==> src/rtl/grbf_pkg.sv <==
// Package for the Gaussian radial-basis displacement evaluator.
// Holds the payload types, the field widths and the exponential tables.
// No dependencies.
package grbf_pkg;

    localparam int POS_W   = 24;
    localparam int RAD_W   = 16;
    localparam int DISP_W  = 32;
    localparam int CNT_W   = 7;
    localparam int SLOT_W  = 6;
    localparam int DIFF_W  = POS_W + 1;
    localparam int SQ_W    = 2 * DIFF_W;
    localparam int D2_W    = SQ_W + 2;
    localparam int R2_W    = 2 * RAD_W;
    localparam int T_W     = 20;
    localparam int W_W     = 17;
    localparam int TERM_W  = POS_W + W_W + 1;
    localparam int ACC_W   = TERM_W + 11;

    localparam logic FUNC_LOAD  = 1'b0;
    localparam logic FUNC_POINT = 1'b1;

    typedef struct packed {
        logic                     func;
        logic [SLOT_W-1:0]        landmark_slot;
        logic signed [POS_W-1:0]  pos_x;
        logic signed [POS_W-1:0]  pos_y;
        logic signed [POS_W-1:0]  pos_z;
        logic [RAD_W-1:0]         radius;
        logic signed [POS_W-1:0]  coeff_x;
        logic signed [POS_W-1:0]  coeff_y;
        logic signed [POS_W-1:0]  coeff_z;
    } grbf_in_t;

    typedef struct packed {
        logic signed [DISP_W-1:0] disp_x;
        logic signed [DISP_W-1:0] disp_y;
        logic signed [DISP_W-1:0] disp_z;
    } grbf_out_t;

    typedef struct packed {
        logic signed [POS_W-1:0] x;
        logic signed [POS_W-1:0] y;
        logic signed [POS_W-1:0] z;
    } grbf_vec_t;

    typedef struct packed {
        logic                    valid;
        logic [D2_W-1:0]         d2;
        logic [R2_W-1:0]         r2;
        logic                    zero_w;
        grbf_vec_t               coeff;
    } grbf_sq_t;

    function automatic logic [16:0] exp_int(input logic [3:0] n);
        logic [16:0] v;
        unique case (n)
            4'd0:    v = 17'd65536;
            4'd1:    v = 17'd24109;
            4'd2:    v = 17'd8869;
            4'd3:    v = 17'd3263;
            4'd4:    v = 17'd1200;
            4'd5:    v = 17'd442;
            4'd6:    v = 17'd162;
            4'd7:    v = 17'd60;
            4'd8:    v = 17'd22;
            4'd9:    v = 17'd8;
            4'd10:   v = 17'd3;
            4'd11:   v = 17'd1;
            default: v = 17'd0;
        endcase
        return v;
    endfunction

    function automatic logic [16:0] exp_frac(input logic [3:0] k);
        logic [16:0] v;
        unique case (k)
            4'd0:  v = 17'd65536;
            4'd1:  v = 17'd61565;
            4'd2:  v = 17'd57835;
            4'd3:  v = 17'd54331;
            4'd4:  v = 17'd51039;
            4'd5:  v = 17'd47947;
            4'd6:  v = 17'd45042;
            4'd7:  v = 17'd42313;
            4'd8:  v = 17'd39750;
            4'd9:  v = 17'd37341;
            4'd10: v = 17'd35079;
            4'd11: v = 17'd32953;
            4'd12: v = 17'd30957;
            4'd13: v = 17'd29081;
            4'd14: v = 17'd27319;
            default: v = 17'd25664;
        endcase
        return v;
    endfunction

endpackage

==> src/rtl/grbf_div_cell.sv <==
// One restoring division step of the ratio chain: one quotient bit per cell.
// Depends on grbf_pkg.
module grbf_div_cell
    import grbf_pkg::*;
#(
    parameter int QBIT = 0
) (
    input  logic              aclk,
    input  logic              aresetn,
    input  logic              in_valid,
    input  logic [D2_W+16:0]  in_rem,
    input  logic [R2_W-1:0]   in_r2,
    input  logic [T_W-1:0]    in_q,
    input  logic              in_zero,
    input  grbf_vec_t         in_coeff,
    output logic              out_valid,
    output logic [D2_W+16:0]  out_rem,
    output logic [R2_W-1:0]   out_r2,
    output logic [T_W-1:0]    out_q,
    output logic              out_zero,
    output grbf_vec_t         out_coeff
);

    logic [D2_W+16:0] shifted;
    logic             fits;
    logic             valid_reg;
    logic [D2_W+16:0] rem_reg;
    logic [R2_W-1:0]  r2_reg;
    logic [T_W-1:0]   q_reg;
    logic             zero_reg;
    grbf_vec_t        coeff_reg;

    assign shifted = {{(D2_W+17-R2_W){1'b0}}, in_r2} << QBIT;
    assign fits    = in_rem >= shifted;

    always_ff @(posedge aclk) begin
        if (!aresetn) begin
            valid_reg <= 1'b0;
        end else begin
            valid_reg <= in_valid;
        end
        rem_reg   <= fits ? in_rem - shifted : in_rem;
        r2_reg    <= in_r2;
        q_reg     <= in_q | (T_W'(fits) << QBIT);
        zero_reg  <= in_zero;
        coeff_reg <= in_coeff;
    end

    assign out_valid = valid_reg;
    assign out_rem   = rem_reg;
    assign out_r2    = r2_reg;
    assign out_q     = q_reg;
    assign out_zero  = zero_reg;
    assign out_coeff = coeff_reg;

endmodule

==> config.mk <==
export PLATFORM = sky130hd
export DESIGN_NAME = grbf_div_cell
export DESIGN_NICKNAME = d
export VERILOG_FILES = /design/src/rtl/grbf_pkg.sv /design/src/rtl/grbf_div_cell.sv
export SDC_FILE = /design/constraint.sdc
export NUM_CORES = 1
export LEC_CHECK = 0
export BUFFER_PORTS_ARGS = -buffer_cell sky130_fd_sc_hd__buf_2
export CORE_AREA = 2 2 151 153
export DETAILED_ROUTE_END_ITERATION = 16
export DIE_AREA = 0 0 153 155
export SLEW_MARGIN = 20
export SYNTH_ARGS = -nofsm -noshare
export SYNTH_HDL_FRONTEND = slang
export SYNTH_SLANG_ARGS = --single-unit
==> constraint.sdc <==
create_clock -name aclk -period 3.8 [get_ports aclk]
set_input_delay 0.57 -clock aclk [delete_from_list [all_inputs] [get_ports aclk]]
set_output_delay 0.57 -clock aclk [all_outputs]
set_load 0.03 [all_outputs]
==> run metrics <==
critical path class primary input to register; area leader, netlist dfxtp_1; Worst setup SP type primary input; Finished Layout Cells 1427; Hold Path Depth 1; Net Sw Frac 0.329; DIE WIDTH 153 microns; Reg area 3900 sq um; clk slew on worst S/H paths 0.08 ns; total gr overflow 0; Die H 155 microns; Mapped Avg Cell Area 9.96 sq um; GP Congestion 0.887; die area 23700 sq um; Area growth syn-to-layout 38.9%; multi-input logic area 3120 sq um; Routed WL 25100 microns; dpl hpwl 20600 microns; root buf cell clkbuf_16; post-synthesis sequential area ratio 0.532; average routed wire per standard cell 17.6 microns; RSZ-0062 raised after global routing false; CP Data Required Time 4.15 ns; initial antenna violation count 5; Power Total 5.19 mW; Async SR Flop Fraction 0; EDFF count, synth 0; Min-Delay Path Class primary input to register; maxcap violations 0; Final min period 3.14 ns; syn_nets 966; crit path cell chain buf_2 > inv_1 > ha_1 > inv_1 > fa_1 > a211oi_1 > o21ai_0 > a21oi_1 > o221ai_1 > a31oi_1 > o21bai_1 > a311oi_1 > xor2_1; post-CTS sizing 0; Net count, final 1357; IO Count 392; Max Slew Vio Count 0; Finish-stage setup viols 0; via count 6761; slowest stage delay, CP 0.47 ns; drt first pass iters 5; synth unique cells 64; Synth top cells by count 195 x dfxtp_1, 68 x a21oi_1, 64 x nor2_1; Synth Register Bits 195; max_slew headroom 0.454; sequential power share 0.434; Core Region 22200 sq um; crit share post-route 0.828; number of buffers created by CTS 17; hold_sp in_coeff[16]; Longest Clk Path Bufs 2; Yosys warnings 0; leak pwr 4.90 nW; initial core utilization 0.330; fmax 318 MHz; 1st-iter DRT viols 300; row cnt 55; share of cells above drive strength 1 0.397; NetSw 1.71 mW; input/output buffers 391; Placed Cells 1393; DRT antenna net count 0; Post-CTS Hold Buffers 0; Comb pwr share 0.220; GRT Total Usage 0.202; maximum VDD drop 280 uV; outcome finished clean; clock power share 0.346; Layout fillers 2234; Crit. End Element register; post-CTS setup buffer count 0; power density cells 510 nW/um^2; Final WS setup 0.655 ns; Slew @ Worst Pin 0.817 ns; Post-route DRC 0; crit path launch in_rem[0]; largest cells by area after synthesis dfxtp_1 53%, xnor2_1 6.0%, ha_1 5.5%, a21oi_1 4.6%, nor2_1 3.3%; vias in the first global route 6546; CP max stage cell a31oi_1; # clock sinks 195; Clock H-tree levels 4; CTS tree built; worst-path fanout max 3; DR vias/cell 4.74; pin count of the biggest net entering global routing 24; Syn Inst Count 736; WP data arrival 3.50 ns; Final Hold Fails 0; first-pass GRT wire length 37100 microns; area fraction of the dominant cell type after synthesis 0.532; cell-internal power 3.49 mW; count leader, synth dfxtp_1; Setup WS pre-CTS 0.276 ns; Total Neg Setup Slack 0 ns; commonest register cell after synthesis dfxtp_1; cell mode on critical path inv_1; Mapped Area 7330 sq um
-- registers in the layout, indices dropped and copies added (netlist names) --
name       flops
out_coeff     72
out_rem       69
out_r2        32
out_q         20
out_valid      1
out_zero       1
-- cells by family after synthesis --
logic type / count (synthesis) / synth area share
adders and majority gates: 33 / 0.0573
AOI/OAI and AO/OA: 151 / 0.127
xor gates and xnor gates: 65 / 0.0776
and+or+nand+nor: 213 / 0.152
buffers and inverters: 73 / 0.0425
DFF: 195 / 0.532
muxes: 6 / 0.0102
-- layout make-up --
class	count	area share
Antenna cell	3	0.000737
Multi-Input combinational cell	468	0.307
Tap cell	285	0.0350
Clock buffer	17	0.0418
Sequential cell	195	0.383
Timing Repair Buffer	401	0.201
Clock inverter	14	0.0155
Inverter	44	0.0162
-- worst max-delay path, delay by kind of cell --
kind | cells | cell delay, ns
xor gates and xnor gates | 1 | 0.17
AOI/OAI and AO/OA | 7 | 1.99
buffers and inverters | 3 | 0.20
adders and majority gates | 2 | 0.57
-- per-layer routing --
metal / track usage / routed length [microns] / up-vias
li1: - / - / 3328
met1: 0.242 / 10300 / 3090
met2: 0.354 / 12500 / 304
met3: 0.0501 / 1630 / 35
met4: 0.0710 / 633 / 4
met5: 0 / 25 / -
-- layout by cell type (no fill, tap or decap), types with 3 or more instances in the layout --
cell         n
nor3_1      12
ha_1        32
mux2_2       4
inv_8        5
o21ai_0     25
nand3_1     23
clkbuf_16   17
inv_1       44
nand4b_1     3
nor4_1      11
diode_2      3
clkinv_4     4
or4_1        8
a21o_1      14
a31oi_1      5
nand4_1     20
a211oi_1     4
nor2_1      64
o21bai_1     6
buf_2      391
xnor2_1     50
dfxtp_1    195
nand2_1     37
nor3b_1      4
a21oi_1     68
and2_1       5
xor2_1      15
buf_4        9
o21a_1       3
or3_1        6
-- final timing paths --
path,slack [ns],end
worst min-delay path,0.24,out_coeff[16]
worst max-delay path,0.66,out_rem[38]
-- metrics by stage --
stage / hold WS [ns] / cell area [sq um] / util
floorplan: 0.598 / 7330 / -
global placement: 0.672 / 9590 / 0.432
detailed placement: 0.674 / 9590 / 0.432
CTS: 0.214 / 10200 / 0.458
global route: 0.207 / 10200 / 0.458
finish: 0.236 / 10200 / 0.458
-- power groups by stage --
stage / Clock (mW) / Combinational, mW / Sequential, mW
CTS: 1.85 / 1.15 / 2.26
global route: 1.93 / 1.22 / 2.27
finish: 1.80 / 1.14 / 2.25
floorplan: 0 / 0.364 / 2.66
detailed placement: 0 / 1.14 / 2.30
global placement: 0 / 1.14 / 2.30
Power figures use the tool's default switching activity.
